$ cat src/rtl/bbc_pkg.sv
// ============================================================================
// bbc_pkg
// Shared sizes, codes and control bundles of the LRU block buffer cache.
// ============================================================================
package bbc_pkg;

   // Table geometry
   localparam int ENTRIES = 32;
   localparam int IDX_W   = (ENTRIES > 1) ? $clog2(ENTRIES) : 1;

   // Field widths
   localparam int MODE_W   = 3;
   localparam int DEV_W    = 8;
   localparam int BLK_W    = 32;
   localparam int EIDX_W   = 5;
   localparam int DREQ_W   = 2;
   localparam int STATUS_W = 2;
   localparam int COUNT_W  = 8;

   localparam int REQ_TDATA_W = 48;
   localparam int RSP_FIELDS_W = EIDX_W + 1 + DREQ_W + BLK_W + STATUS_W;
   localparam int RSP_TDATA_W = 48;
   localparam int RSP_PAD_W   = RSP_TDATA_W - RSP_FIELDS_W;

   localparam logic [COUNT_W-1:0] COUNT_MAX = '1;

   // Request modes
   localparam logic [MODE_W-1:0] MODE_READ    = 3'd0;
   localparam logic [MODE_W-1:0] MODE_WRITE   = 3'd1;
   localparam logic [MODE_W-1:0] MODE_RELEASE = 3'd2;
   localparam logic [MODE_W-1:0] MODE_PIN     = 3'd3;
   localparam logic [MODE_W-1:0] MODE_UNPIN   = 3'd4;

   // Disk request codes
   localparam logic [DREQ_W-1:0] DREQ_NONE  = 2'd0;
   localparam logic [DREQ_W-1:0] DREQ_FETCH = 2'd1;
   localparam logic [DREQ_W-1:0] DREQ_WRITE = 2'd2;

   // Status codes
   localparam logic [STATUS_W-1:0] ST_OK      = 2'd0;
   localparam logic [STATUS_W-1:0] ST_NO_FREE = 2'd1;
   localparam logic [STATUS_W-1:0] ST_COUNT   = 2'd2;

   // Tag memory write port
   typedef struct packed {
      logic             en;
      logic [IDX_W-1:0] addr;
      logic [DEV_W-1:0] dev;
      logic [BLK_W-1:0] blk;
   } tag_wr_type;

   // Recency list update: move the entry at rank pos to the most recent place
   typedef struct packed {
      logic             move;
      logic [IDX_W-1:0] pos;
      logic [IDX_W-1:0] entry;
   } rec_ctl_type;

endpackage

$ cat src/rtl/block_buffer_cache_lru.sv
// ============================================================================
// block_buffer_cache_lru
// LRU block buffer cache with reference counts, scanned by a sequencer.
// ============================================================================
//
//  channel | dir | beat contents
//  --------+-----+-----------------------------------------------------------
//  req_    | in  | mode, device_id, block_number, entry_index
//  rsp_    | out | result_entry, tag_hit, disk_request, disk_block, status
//
//  A read scans the recency list from the most recent entry down, taking
//  S_HIT_ADDR and S_HIT_CMP for each entry; a miss, having compared every
//  entry, then scans from the least recent entry up for an unreferenced
//  victim in S_VICTIM. A release that frees an entry walks S_POS to its rank.
//  The tag scan is set by the one registered read port of the tag memory.
//  Reset is synchronous and restores counts, valid bits and the rank order.
//  The finished beat waits in the output register while the next is taken.
//
module block_buffer_cache_lru (
   input  logic                                clock,
   input  logic                                reset,
   input  logic                                req_tvalid,
   output logic                                req_tready,
   // mode[2:0], device_id[10:3], block_number[42:11], entry_index[47:43]
   input  logic [bbc_pkg::REQ_TDATA_W-1:0]     req_tdata,
   output logic                                rsp_tvalid,
   input  logic                                rsp_tready,
   // result_entry[4:0], tag_hit[5], disk_request[7:6], disk_block[39:8],
   // status[41:40], zero[47:42]
   output logic [bbc_pkg::RSP_TDATA_W-1:0]     rsp_tdata
);

   typedef enum logic [2:0] {
      S_IDLE, S_EXEC, S_HIT_ADDR, S_HIT_CMP, S_VICTIM, S_WB_DATA, S_POS, S_OUT
   } state_type;

   localparam logic [bbc_pkg::IDX_W-1:0] RANK_TOP = bbc_pkg::IDX_W'(bbc_pkg::ENTRIES - 1);

   state_type                       state_ff, state_in;
   logic [bbc_pkg::IDX_W-1:0]       rank_ff, rank_in;
   logic [bbc_pkg::IDX_W-1:0]       ent_ff, ent_in;
   logic [bbc_pkg::MODE_W-1:0]      mode_ff;
   logic [bbc_pkg::DEV_W-1:0]       dev_ff;
   logic [bbc_pkg::BLK_W-1:0]       blk_ff;
   logic [bbc_pkg::EIDX_W-1:0]      idx_ff;
   logic [bbc_pkg::EIDX_W-1:0]      res_entry_ff, res_entry_in;
   logic                            res_hit_ff, res_hit_in;
   logic [bbc_pkg::DREQ_W-1:0]      res_dreq_ff, res_dreq_in;
   logic [bbc_pkg::BLK_W-1:0]       res_dblk_ff, res_dblk_in;
   logic [bbc_pkg::STATUS_W-1:0]    res_status_ff, res_status_in;
   logic                            rsp_valid_ff, rsp_valid_in;
   logic [bbc_pkg::RSP_TDATA_W-1:0] rsp_data_ff, rsp_data_in;

   logic [bbc_pkg::COUNT_W-1:0]     count_ff [bbc_pkg::ENTRIES];
   logic [bbc_pkg::ENTRIES-1:0]     valid_ff;

   logic [bbc_pkg::IDX_W-1:0]       sel_entry;
   logic [bbc_pkg::IDX_W-1:0]       idx_entry;
   logic                            idx_ok;
   logic [bbc_pkg::COUNT_W-1:0]     cnt_rd;
   logic                            vld_rd;
   logic                            cnt_we;
   logic [bbc_pkg::COUNT_W-1:0]     cnt_wdata;
   logic                            vld_set;
   logic                            tag_eq;
   logic [bbc_pkg::IDX_W-1:0]       rank_entry;
   logic [bbc_pkg::DEV_W-1:0]       tag_rd_dev;
   logic [bbc_pkg::BLK_W-1:0]       tag_rd_blk;
   bbc_pkg::tag_wr_type             tag_wr;
   bbc_pkg::rec_ctl_type            rec_ctl;
   logic                            out_free;

   assign idx_entry = bbc_pkg::IDX_W'(idx_ff);
   assign idx_ok    = int'(idx_ff) < bbc_pkg::ENTRIES;
   assign out_free  = !rsp_valid_ff || rsp_tready;

   // Pick the one entry that the current step reads
   always_comb begin
      case (state_ff)
         S_HIT_ADDR, S_VICTIM: sel_entry = rank_entry;
         S_HIT_CMP:            sel_entry = ent_ff;
         default:              sel_entry = idx_entry;
      endcase
   end

   assign cnt_rd = count_ff[sel_entry];
   assign vld_rd = valid_ff[sel_entry];

   // Tag compare: an entry never fetched compares as holding all-zero tags
   assign tag_eq = vld_rd ? (tag_rd_dev == dev_ff && tag_rd_blk == blk_ff)
                          : (dev_ff == '0 && blk_ff == '0);

   bbc_tag_ram u_tag_ram (
      .clock   (clock),
      .wr      (tag_wr),
      .rd_addr (sel_entry),
      .rd_dev  (tag_rd_dev),
      .rd_blk  (tag_rd_blk)
   );

   bbc_recency u_recency (
      .clock       (clock),
      .reset       (reset),
      .ctl         (rec_ctl),
      .query_rank  (rank_ff),
      .query_entry (rank_entry)
   );

   // Sequencer
   always_comb begin
      state_in      = state_ff;
      rank_in       = rank_ff;
      ent_in        = ent_ff;
      res_entry_in  = res_entry_ff;
      res_hit_in    = res_hit_ff;
      res_dreq_in   = res_dreq_ff;
      res_dblk_in   = res_dblk_ff;
      res_status_in = res_status_ff;
      rsp_valid_in  = rsp_valid_ff && !rsp_tready;
      rsp_data_in   = rsp_data_ff;
      cnt_we        = 1'b0;
      cnt_wdata     = cnt_rd;
      vld_set       = 1'b0;
      tag_wr        = '{en: 1'b0, addr: sel_entry, dev: dev_ff, blk: blk_ff};
      rec_ctl       = '{move: 1'b0, pos: rank_ff, entry: idx_entry};

      unique case (state_ff)
         S_IDLE: begin
            if (req_tvalid) begin
               state_in = S_EXEC;
            end
         end

         S_EXEC: begin
            res_entry_in  = idx_ff;
            res_hit_in    = 1'b0;
            res_dreq_in   = bbc_pkg::DREQ_NONE;
            res_dblk_in   = '0;
            res_status_in = bbc_pkg::ST_OK;
            state_in      = S_OUT;
            if (mode_ff == bbc_pkg::MODE_READ) begin
               rank_in  = RANK_TOP;
               state_in = S_HIT_ADDR;
            end else if (mode_ff > bbc_pkg::MODE_UNPIN) begin
               res_entry_in = '0;
            end else if (idx_ok) begin
               case (mode_ff)
                  bbc_pkg::MODE_WRITE: begin
                     state_in = S_WB_DATA;
                  end
                  bbc_pkg::MODE_PIN: begin
                     if (cnt_rd == bbc_pkg::COUNT_MAX) begin
                        res_status_in = bbc_pkg::ST_COUNT;
                     end else begin
                        cnt_we    = 1'b1;
                        cnt_wdata = cnt_rd + 1'b1;
                     end
                  end
                  default: begin
                     // release and unpin lower the count
                     if (cnt_rd == '0) begin
                        res_status_in = bbc_pkg::ST_COUNT;
                     end else begin
                        cnt_we    = 1'b1;
                        cnt_wdata = cnt_rd - 1'b1;
                        if (mode_ff == bbc_pkg::MODE_RELEASE &&
                            cnt_rd == bbc_pkg::COUNT_W'(1)) begin
                           rank_in  = '0;
                           state_in = S_POS;
                        end
                     end
                  end
               endcase
            end
         end

         S_HIT_ADDR: begin
            ent_in   = rank_entry;
            state_in = S_HIT_CMP;
         end

         S_HIT_CMP: begin
            if (tag_eq) begin
               res_entry_in  = bbc_pkg::EIDX_W'(ent_ff);
               res_hit_in    = 1'b1;
               res_dreq_in   = vld_rd ? bbc_pkg::DREQ_NONE : bbc_pkg::DREQ_FETCH;
               res_dblk_in   = vld_rd ? '0 : blk_ff;
               res_status_in = bbc_pkg::ST_OK;
               vld_set       = !vld_rd;
               // store the reset tags of an entry that becomes valid here
               tag_wr.en     = !vld_rd;
               if (cnt_rd == bbc_pkg::COUNT_MAX) begin
                  res_status_in = bbc_pkg::ST_COUNT;
               end else begin
                  cnt_we    = 1'b1;
                  cnt_wdata = cnt_rd + 1'b1;
               end
               state_in = S_OUT;
            end else if (rank_ff == '0) begin
               state_in = S_VICTIM;
            end else begin
               rank_in  = rank_ff - 1'b1;
               state_in = S_HIT_ADDR;
            end
         end

         S_VICTIM: begin
            if (cnt_rd == '0) begin
               tag_wr.en     = 1'b1;
               cnt_we        = 1'b1;
               cnt_wdata     = bbc_pkg::COUNT_W'(1);
               vld_set       = 1'b1;
               res_entry_in  = bbc_pkg::EIDX_W'(rank_entry);
               res_hit_in    = 1'b0;
               res_dreq_in   = bbc_pkg::DREQ_FETCH;
               res_dblk_in   = blk_ff;
               res_status_in = bbc_pkg::ST_OK;
               state_in      = S_OUT;
            end else if (rank_ff == RANK_TOP) begin
               res_entry_in  = '0;
               res_hit_in    = 1'b0;
               res_dreq_in   = bbc_pkg::DREQ_NONE;
               res_dblk_in   = '0;
               res_status_in = bbc_pkg::ST_NO_FREE;
               state_in      = S_OUT;
            end else begin
               rank_in = rank_ff + 1'b1;
            end
         end

         S_WB_DATA: begin
            res_dreq_in = bbc_pkg::DREQ_WRITE;
            res_dblk_in = vld_rd ? tag_rd_blk : '0;
            state_in    = S_OUT;
         end

         S_POS: begin
            if (rank_entry == idx_entry) begin
               rec_ctl.move = 1'b1;
               state_in     = S_OUT;
            end else begin
               rank_in = rank_ff + 1'b1;
            end
         end

         S_OUT: begin
            if (out_free) begin
               rsp_valid_in = 1'b1;
               rsp_data_in  = {bbc_pkg::RSP_PAD_W'(0), res_status_ff, res_dblk_ff,
                               res_dreq_ff, res_hit_ff, res_entry_ff};
               state_in     = S_IDLE;
            end
         end

         default: begin
            state_in = S_IDLE;
         end
      endcase
   end

   // State, captured request and registered outputs
   always_ff @(posedge clock) begin
      if (reset) begin
         state_ff     <= S_IDLE;
         rsp_valid_ff <= 1'b0;
      end else begin
         state_ff     <= state_in;
         rsp_valid_ff <= rsp_valid_in;
      end
      if (state_ff == S_IDLE && req_tvalid) begin
         mode_ff <= req_tdata[2:0];
         dev_ff  <= req_tdata[10:3];
         blk_ff  <= req_tdata[42:11];
         idx_ff  <= req_tdata[47:43];
      end
      rank_ff       <= rank_in;
      ent_ff        <= ent_in;
      res_entry_ff  <= res_entry_in;
      res_hit_ff    <= res_hit_in;
      res_dreq_ff   <= res_dreq_in;
      res_dblk_ff   <= res_dblk_in;
      res_status_ff <= res_status_in;
      rsp_data_ff   <= rsp_data_in;
   end

   // Reference counts and valid bits
   always_ff @(posedge clock) begin
      if (reset) begin
         for (int i = 0; i < bbc_pkg::ENTRIES; i++) begin
            count_ff[i] <= '0;
         end
         valid_ff <= '0;
      end else begin
         if (cnt_we) begin
            count_ff[sel_entry] <= cnt_wdata;
         end
         if (vld_set) begin
            valid_ff[sel_entry] <= 1'b1;
         end
      end
   end

   assign req_tready = (state_ff == S_IDLE);
   assign rsp_tvalid = rsp_valid_ff;
   assign rsp_tdata  = rsp_data_ff;

endmodule

$ cat src/rtl/bbc_tag_ram.sv
// ============================================================================
// bbc_tag_ram
// Device and block tag memory, one write and one registered read per cycle.
// ============================================================================
module bbc_tag_ram (
   input  logic                           clock,
   input  bbc_pkg::tag_wr_type            wr,
   input  logic [bbc_pkg::IDX_W-1:0]      rd_addr,
   output logic [bbc_pkg::DEV_W-1:0]      rd_dev,
   output logic [bbc_pkg::BLK_W-1:0]      rd_blk
);

   logic [bbc_pkg::DEV_W-1:0] dev_mem_ff [bbc_pkg::ENTRIES];
   logic [bbc_pkg::BLK_W-1:0] blk_mem_ff [bbc_pkg::ENTRIES];
   logic [bbc_pkg::DEV_W-1:0] rd_dev_ff;
   logic [bbc_pkg::BLK_W-1:0] rd_blk_ff;

   // Write one entry, read one entry into the output register
   always_ff @(posedge clock) begin
      if (wr.en) begin
         dev_mem_ff[wr.addr] <= wr.dev;
         blk_mem_ff[wr.addr] <= wr.blk;
      end
      rd_dev_ff <= dev_mem_ff[rd_addr];
      rd_blk_ff <= blk_mem_ff[rd_addr];
   end

   assign rd_dev = rd_dev_ff;
   assign rd_blk = rd_blk_ff;

endmodule

$ cat src/rtl/bbc_recency.sv
// ============================================================================
// bbc_recency
// Recency list: entry numbers ordered by rank, lowest rank least recent.
// ============================================================================
module bbc_recency (
   input  logic                           clock,
   input  logic                           reset,
   input  bbc_pkg::rec_ctl_type           ctl,
   input  logic [bbc_pkg::IDX_W-1:0]      query_rank,
   output logic [bbc_pkg::IDX_W-1:0]      query_entry
);

   logic [bbc_pkg::IDX_W-1:0] order_ff [bbc_pkg::ENTRIES];
   logic [bbc_pkg::IDX_W-1:0] order_in [bbc_pkg::ENTRIES];

   // Look up the entry holding a rank
   assign query_entry = order_ff[query_rank];

   // Close the gap above pos and append the entry at the top
   always_comb begin
      for (int i = 0; i < bbc_pkg::ENTRIES; i++) begin
         order_in[i] = order_ff[i];
      end
      if (ctl.move) begin
         for (int i = 0; i < bbc_pkg::ENTRIES - 1; i++) begin
            if (bbc_pkg::IDX_W'(i) >= ctl.pos) begin
               order_in[i] = order_ff[i+1];
            end
         end
         order_in[bbc_pkg::ENTRIES-1] = ctl.entry;
      end
   end

   always_ff @(posedge clock) begin
      if (reset) begin
         for (int i = 0; i < bbc_pkg::ENTRIES; i++) begin
            order_ff[i] <= bbc_pkg::IDX_W'(i);
         end
      end else begin
         for (int i = 0; i < bbc_pkg::ENTRIES; i++) begin
            order_ff[i] <= order_in[i];
         end
      end
   end

endmodule

$ cat config.mk
export PLATFORM = sky130hd
export DESIGN_NAME = block_buffer_cache_lru
export DESIGN_NICKNAME = d
export VERILOG_FILES = /design/src/rtl/bbc_pkg.sv /design/src/rtl/block_buffer_cache_lru.sv /design/src/rtl/bbc_tag_ram.sv /design/src/rtl/bbc_recency.sv
export SDC_FILE = /design/constraint.sdc
export NUM_CORES = 2
export LEC_CHECK = 0
export ABC_AREA = 1
export ABC_CLOCK_PERIOD_IN_PS = 5630
export BUFFER_PORTS_ARGS = -buffer_cell sky130_fd_sc_hd__buf_2
export CAP_MARGIN = 10
export CORE_UTILIZATION = 25
export DETAILED_ROUTE_END_ITERATION = 8
export GPL_TIMING_DRIVEN = 1
export PLACE_DENSITY = 0.39
export SYNTH_ARGS = -nofsm -noshare
export SYNTH_HDL_FRONTEND = slang
export SYNTH_SLANG_ARGS = --single-unit
$ cat constraint.sdc
create_clock -name clock -period 5.63 [get_ports clock]
set_clock_uncertainty 0.1 [all_clocks]
set_input_delay 0.8445 -clock clock [delete_from_list [all_inputs] [get_ports clock]]
set_output_delay 0.8445 -clock clock [all_outputs]
set_load 0.005 [all_outputs]
======== Word-level counts from Yosys, hierarchy flattened ========
Memories as Yosys holds them, arrays and structs flattened. A register that Yosys moved wholly into a read port is not among the register bits.
Index checks and enable logic that the tools add are counted.
operators by class
  add/sub/neg operators ................... 4
  $lt $le $gt $ge ......................... 34
  eq/ne operators ......................... 32
  mux-type cells .......................... 158
  bitwise logic cells ..................... 33
  reduce and logical (&&, ||, !) cells .... 28
operator list
  cell                                                                    count
  5-bit two-way mux                                                       80
  160-bit two-way mux                                                     1
  32-bit two-way mux                                                      5
  32-bit one-hot mux with 4 select lines                                  1
  5-bit >= comparator (first input constant)                              15
  8-bit two-way mux                                                       7
  4-bit by 5-bit >= comparator with 1-bit output (first input constant)   8
  32-bit equality test                                                    1
  32-bit logical NOT                                                      1
  1-bit bitwise OR                                                        32
  32-bit bitwise OR                                                       1
  1-bit two-way mux                                                       29
  3-bit two-way mux                                                       8
  3-bit one-hot mux with 8 select lines                                   1
  8-bit one-hot mux with 3 select lines                                   1
  2-bit two-way mux                                                       11
  3-bit by 5-bit >= comparator with 1-bit output (first input constant)   4
  2-bit inequality test (second input constant)                           10
  5-bit one-hot mux with 4 select lines                                   1
  8-bit logical NOT                                                       2
  8-bit one-hot mux with 2 select lines                                   1
  3-bit inequality test (second input constant)                           5
  5-bit one-hot mux with 3 select lines                                   1
  3-bit by 2-bit equality test with 1-bit output (second input constant)  4
  other kinds (38)                                                        59
word-level totals
  register bits ........................... 178
  memory bits (writable) .................. 1,696
  input port bits ......................... 52
  output and inout bits ................... 50
  logic and storage cells ................. 308
  memories ................................ 4
memory list
  name                  words  bits a word  rd ports  clocked after memory_dff  wr ports  RTL line                      source
  u_tag_ram.blk_mem_ff  32     32           1         1                         1         bbc_tag_ram.sv:14             logic [bbc_pkg::BLK_W-1:0] blk_mem_ff [bbc_pkg::ENTRIES];
  count_ff              32     8            1         0                         32        block_buffer_cache_lru.sv:54  logic [bbc_pkg::COUNT_W-1:0] count_ff [bbc_pkg::ENTRIES];
  u_tag_ram.dev_mem_ff  32     8            1         1                         1         bbc_tag_ram.sv:13             logic [bbc_pkg::DEV_W-1:0] dev_mem_ff [bbc_pkg::ENTRIES];
  u_recency.order_ff    32     5            32        1                         32        bbc_recency.sv:13             logic [bbc_pkg::IDX_W-1:0] order_ff [bbc_pkg::ENTRIES];

======== Longest topological paths before layout ========
An unclocked memory read counts as a cell.
  word-level depth ........................ 15
  mapped depth ............................ 36
  gate-level depth less buffers ........... 32

======== By module ========
Synthesis repeated with hierarchy kept, for this count alone.
second synthesis, totals
  cells, all modules ...................... 7,927
  area, all modules ....................... 81,535.7 um2
modules (own cells, without submodules)
  module                  times used  cells each  area an instance (um2)  seq. area each (um2)
  bbc_tag_ram             1           4,407       52,402.8                39,237.6
  block_buffer_cache_lru  1           2,411       21,758.4                12,672.2
  bbc_recency             1           1,109       7,374.6                 3,253.1

======== Least setup slack after synthesis ========
OpenSTA, ideal clock, no wires.
  path kind ............................... register -> register
  from .................................... register state_ff[1]
  to ...................................... memory u_tag_ram.blk_mem_ff[11][0] (netlist bit), enable pin
  library setup time ...................... 0.395 ns
  arrival ................................. 4.103 ns
  data required time ...................... 5.135 ns
  path slack .............................. 1.032 ns
  cell stages (with the launch flop) ...... 26
  path buffers ............................ 3
  clock period less this slack ............ 4.598 ns
  cell sequence ........................... dfxtp_1 buf_2 nand2_1 nor2_1 nor2_2 inv_2 nor2_4 a21boi_0 nand2_4 nor3_4 buf_4 nand2_1 nand2_1 nor2_1 nand2_2 nand2_1 nor2_2 nand2_1 inv_2 nand2_4 o21ai_4 inv_4 a21oi_4 buf_4 nand2_1 inv_1
on the way
  word-level cells in the longest chain between the ends .. 10
  elaborated cells between the ends (all ways) .. 16
  those cells by class .................... eq/ne: 3; mux: 9; reduce/logical: 3; memory: 1
ends and longest elaborated chain
  what                                                                        RTL line                       source
  from (decl)                                                                 block_buffer_cache_lru.sv:39   state_type state_ff, state_in;
  from (signal assigned)                                                      block_buffer_cache_lru.sv:267  state_ff <= state_in;
  parallel branches: the longest is 10 deep, another holds memory 32 x 8 bit  -
  to (decl)                                                                   bbc_tag_ram.sv:14
Parallel ways; which one is timed is not known. The select of a mux whose other input is x is not followed.

==> results.md <==
- The worst setup timing slack at the placement stage is -0.0641 ns.
- The overall die width is 555 um.
- The total placed cells including tap cells is 10200.
- In this run the critical register-to-register path is captured at count_ff[6][4].
- Summing the areas of all fa, ha and maj instances in the mapped netlist gives 0.131% of the synthesized area.
- For this run, design rule violations remaining after detail routing come to 0.
- Measured in cells, the most critical reg-to-reg path has a length of 23.
- The cell type with the largest total area after synthesis is sky130_fd_sc_hd__edfxtp_1.
- The startpoint identified for the worst register-to-register timing path is state_ff[2].
- The area of the mapped netlist is 76500 um2.
- The CTS buffer count is 217.
- The detailed router placed 50600 vias in this run.
- Data arrives at the worst endpoint at 5.78 ns.
- The simple logic cell fraction of the synthesized area is 12.7%.
- The worst setup path is captured at a register.
- The run finished with clean final reports.
- After synthesis, the largest family of logic cells by area is simple AND/OR/NAND/NOR gates.
- The share of synthesized area in the top cell type comes to 66.0%.
- The flip-flop and latch count after synthesis is 1919.
- In this run the tool buffered the top-level ports with 95 buffer cells.
- After synthesis, the share of cell area in mux cells is 0%.
- The detail route stage leaves a number of antenna-violating nets equal to 0.
- The share of the core filled with cells is 30.1%.
- The fraction of registers with async set/reset is 0%.
- Among all flip-flop cells after synthesis, the most frequent one is sky130_fd_sc_hd__edfxtp_1.
- The maximum number of pins on one net before global-route repair is 153.
- Counting the fill cells in the layout gives 30900.
- The floorplan step defined a die boundary enclosing 308000 um2.
- Before antenna repair, the detailed router went through 6 iterations.
- The final weighted congestion in routability-driven placement is 0.820.
- Counting instances, the worst hold path has a depth of 1.
- The count of cells in the finished layout, fillers not included, comes to 10600.
- In the post-route analysis, the smallest setup slack over all paths is 0.233 ns.
- The number of top-level pins is between 100 and 150.
- The commonest cells after synthesis are sky130_fd_sc_hd__edfxtp_1 (1683), sky130_fd_sc_hd__nand2_1 (1072), sky130_fd_sc_hd__a22oi_1 (628), sky130_fd_sc_hd__nor2_1 (458), sky130_fd_sc_hd__a21oi_1 (363).
- In this design, the largest share of critical-path delay is due to simple AND/OR/NAND/NOR gates.
- The critical path goes through nand2_2, inv_2, nor2_2, inv_2, nor2_4, a21boi_0, nand2_4, nor3_4, buf_4, nand3_1, nand2_1, nor2_1, nand3_1, ha_1, nand3_1, nor2_2, nand3_2, o21ai_1, o211ai_4, buf_12, buf_12, nand3_4, nand2_1.
- The clock latency of the later-clocked register in the worst-skew pair is 0.90 ns.
- The hold path endpoint is blk_ff[1].
- The number of failing hold endpoints at the final stage is 0.
- The global-route track usage on met3 is 2.28%.
- The number of antenna violations at the first check in global routing is 10.
- The path class of the tightest hold or removal check is in -> reg.
- The critical path buffer and inverter count is 5.
- In this run the mean area of a mapped cell was 12.6 um2.
- Summed over all cells, the static leakage comes to roughly 32 nW.
- The longest individual stage delay on the worst path is 0.55 ns.
- The cell with the largest stage delay on the worst path is sky130_fd_sc_hd__a21boi_0.
- For the worst setup path, the data required time is 6.02 ns.
- Setup repair after global routing left no endpoint under its margin.
- Static timing analysis puts the maximum clock frequency at 0.185 GHz.
- The row count is between 200 and 250.
- The maximum fanout along the worst path is 11.
- The CTS sink count is between 1500 and 2000.
- The via count of the first global-routing pass came to 49800.
- For this design the ratio of total power to cell area is about 630 nW/um2.
- The number of design-rule violations left by the first detailed-router iteration is just under 5000.
- The slew at the pin closest to its max-slew limit is approximately 1.2 ns.
- Among the stages of the critical path, the cell type that occurs most often is sky130_fd_sc_hd__nand3_1.
- The worst setup path is launched from a register.
- VDD sags by at most 0.813 mV.
- Of the total synthesized cell area, the portion taken by XOR and XNOR cells is 0.492%.
- The layer flagged by global routing as most heavily used is met2.
- Yosys instantiated no cell more often than sky130_fd_sc_hd__edfxtp_1.
- The count of max-cap constraint violations is 0.
- The final-report setup violation count is 0.
- After clock tree synthesis, the clock-pin slew on the worst setup and hold paths is 0.06 ns.
- The all-layer global routing usage is roughly 18%.
- Dividing the detail-routed via count by the number of cells gives 4.77.
- The residual overflow from global routing is 0.
- The final-stage net count is 6424.
- The count of flip-flops with a built-in enable after synthesis is 1683.
- The region available for standard cell placement spans 304000 um2.
- Synthesis produced a netlist whose cell count is 6074.
- Once the floorplan was initialized, standard cells occupied 25.2% of the core.
- Setup slack on the worst reg-to-reg path comes out at 0.23 ns.
- Sorting the synthesized cells by area gives the leading types as sky130_fd_sc_hd__edfxtp_1 (66%), sky130_fd_sc_hd__dfxtp_1 (6.2%), sky130_fd_sc_hd__a22oi_1 (6.2%).
- The placed wire-length estimate is 172 mm.
- The count of final max-slew check failures is 0.
- No sink is reached through more buffers than the 4 on the longest clock path.
- The fraction of final layout cells with drive strength greater than 1 is 13.4%.
- The headroom to the max-slew limit is between 20% and 30%.
- The routed design has 282 mm of wire.
- The final total negative setup slack is 0 ns.
- In this run, distinct cell masters in the synthesized netlist total between 50 and 60.
- The met1 routing resource usage after global routing is about a quarter.
- For this run, global-route usage on met2 was measured as 29.4%.
- Measured along the y axis, the die boundary spans 555 um.
- The origin of the worst min-delay path is req_tdata[12].
- The clock period could shrink to 5.40 ns.
- The first global-routing pass estimated 392 mm of wire.
- Compared with the post-synthesis result, the final layout area differs by 19.5%.
- During synthesis, Yosys emitted a total of 0 warnings.
- The critical path in this run is classified as reg -> reg.
- The synthesized netlist devotes between 10% and 20% of its cell area to compound gates.
- The post-synthesis sequential area ratio is 72.2%.
- After detailed routing, the average wire length per cell comes to 26.5 um.
- The CTS tree is built.
- The number of levels in the clock H-tree is 4.
- In the finished design, the share of the clock period the worst path needs comes to between 90% and 100%.
- The tree is rooted in a sky130_fd_sc_hd__clkbuf_16.
flip-flops by register name, indices dropped and copies added (netlist names), named ones only:
signal,count
ent_ff,5
count_ff,256
res_hit_ff,1
rank_ff,5
blk_ff,32
res_entry_ff,5
valid_ff,32
rsp_tvalid,1
state_ff,3
res_dreq_ff,2
u_tag_ram.rd_dev,8
dev_ff,8
rsp_tdata,42
u_tag_ram.blk_mem_ff,1024
u_tag_ram.dev_mem_ff,256
res_status_ff,2
res_dblk_ff,32
u_tag_ram.rd_blk,32
u_recency.order_ff,160
idx_entry,5
mode_ff,3
through the flow:
stage          cell area, um2  hold WS, ns  power (mW)
6_report                91500       0.0569        57.8
5_1_grt                 91500       0.0196        60.5
4_1_cts                 91300      0.00159        58.1
3_5_place_dp            84200        0.305        44.0
3_3_place_gp            84200        0.304        44.2
2_1_floorplan           76600        0.300        31.9
routing by layer:
layer  vias to the layer above  routed length (um)
met3                       308               14000
met2                      1509              134000
met1                     26000              127000
met4                         2                6100
li1                      22800                   -
met5                         -                  13
worst max-delay path by stage:
stage	startpoint	endpoint	slack [ns]	cells after the start
floorplan	state_ff[1]	u_tag_ram.blk_mem_ff[11][0]	1.03	25
global placement	state_ff[2]	count_ff[14][1]	-0.08	23
detailed placement	register	count_ff[14][2]	-0.06	28
CTS	register	count_ff[14][2]	0.05	28
global route	state_ff[2]	count_ff[0][4]	0.02	23
finish	state_ff[2]	count_ff[6][4]	0.23	23
placed cells by master (no fill, tap or decap), types with 10 or more instances in the layout:
cell type                       synthesis  final
sky130_fd_sc_hd__a22oi_1              628    628
sky130_fd_sc_hd__nor4_1                45     45
sky130_fd_sc_hd__clkbuf_8               0     18
sky130_fd_sc_hd__nand3b_1              61     61
sky130_fd_sc_hd__o211ai_1              29     29
sky130_fd_sc_hd__buf_2                 86     95
sky130_fd_sc_hd__o21ai_0              118    118
sky130_fd_sc_hd__nand2_2                8     13
sky130_fd_sc_hd__o21ai_1               28     27
sky130_fd_sc_hd__a21oi_1              363    363
sky130_fd_sc_hd__nand2_4                5     10
sky130_fd_sc_hd__inv_2                 19     21
sky130_fd_sc_hd__clkinv_2               0     65
sky130_fd_sc_hd__clkinv_1              14     44
sky130_fd_sc_hd__edfxtp_1            1683   1683
sky130_fd_sc_hd__dfxtp_1              236    235
sky130_fd_sc_hd__nand4_1               34     34
sky130_fd_sc_hd__nor2_2                14     12
sky130_fd_sc_hd__nand3_1              351    350
sky130_fd_sc_hd__nand2_1             1072   1062
sky130_fd_sc_hd__nand3_4               30     30
sky130_fd_sc_hd__bufinv_16              0     15
sky130_fd_sc_hd__a32o_1                23     23
sky130_fd_sc_hd__o22ai_1               16     15
sky130_fd_sc_hd__clkbuf_16              0    221
sky130_fd_sc_hd__buf_4                 24    188
sky130_fd_sc_hd__dlygate4sd3_1          0     18
sky130_fd_sc_hd__nor3_1                22     21
sky130_fd_sc_hd__inv_1                320    285
sky130_fd_sc_hd__clkbuf_1             204     62
sky130_fd_sc_hd__xnor2_1               38     38
sky130_fd_sc_hd__buf_12                 0    108
sky130_fd_sc_hd__nor2_1               458    455
sky130_fd_sc_hd__or2_2                 33     33
area by class of cell:
class	count	area, um2	share of cell area (%)
Antenna cell	1	2.50	0.00273
Clock buffer	299	5960	6.51
Clock inverter	98	892	0.975
Inverter	354	1400	1.53
Multi-Input combinational cell	3459	18500	20.3
Sequential cell	1919	55300	60.4
Tap cell	4080	5100	5.58
Timing Repair Buffer	413	4330	4.74
worst reg2reg max path: cells and delay by family, from the launching register on:
family	cells	cell delay, ns
and+or+nand+nor	14	2.25
buffers and inverters	5	1.02
AOI/OAI and AO/OA	3	0.94
DFF	1	0.53
adders and majority gates	1	0.22
report_power, final:
part	internal, mW	total, mW	switching, mW
Combinational	7.14	26.3	19.2
Sequential	16.7	17.5	0.761
Clock	8.05	13.9	5.89
logic make-up after synthesis:
group,after synthesis
buffers and inverters,701
other,1
AO/OA/AOI/OAI,1251
flip-flops,1919
AND/OR/NAND/NOR,2151
XOR/XNOR,43
adder cells (fa/ha/maj),8
what timing repair did:
| item | in CTS | in global routing |
|---|---|---|
| hold buffers | 18 | 0 |
| pin swaps | 2 | 5 |
| gates resized for setup | 2 | 19 |
| buffers inserted | 0 | 14 |
| endpoints found under the setup margin | 8 | 663 |
| cloned | 0 | 2 |
| hold endpoints to repair | 18 | 0 |
Note: power is estimated with default switching activity, not from simulation.
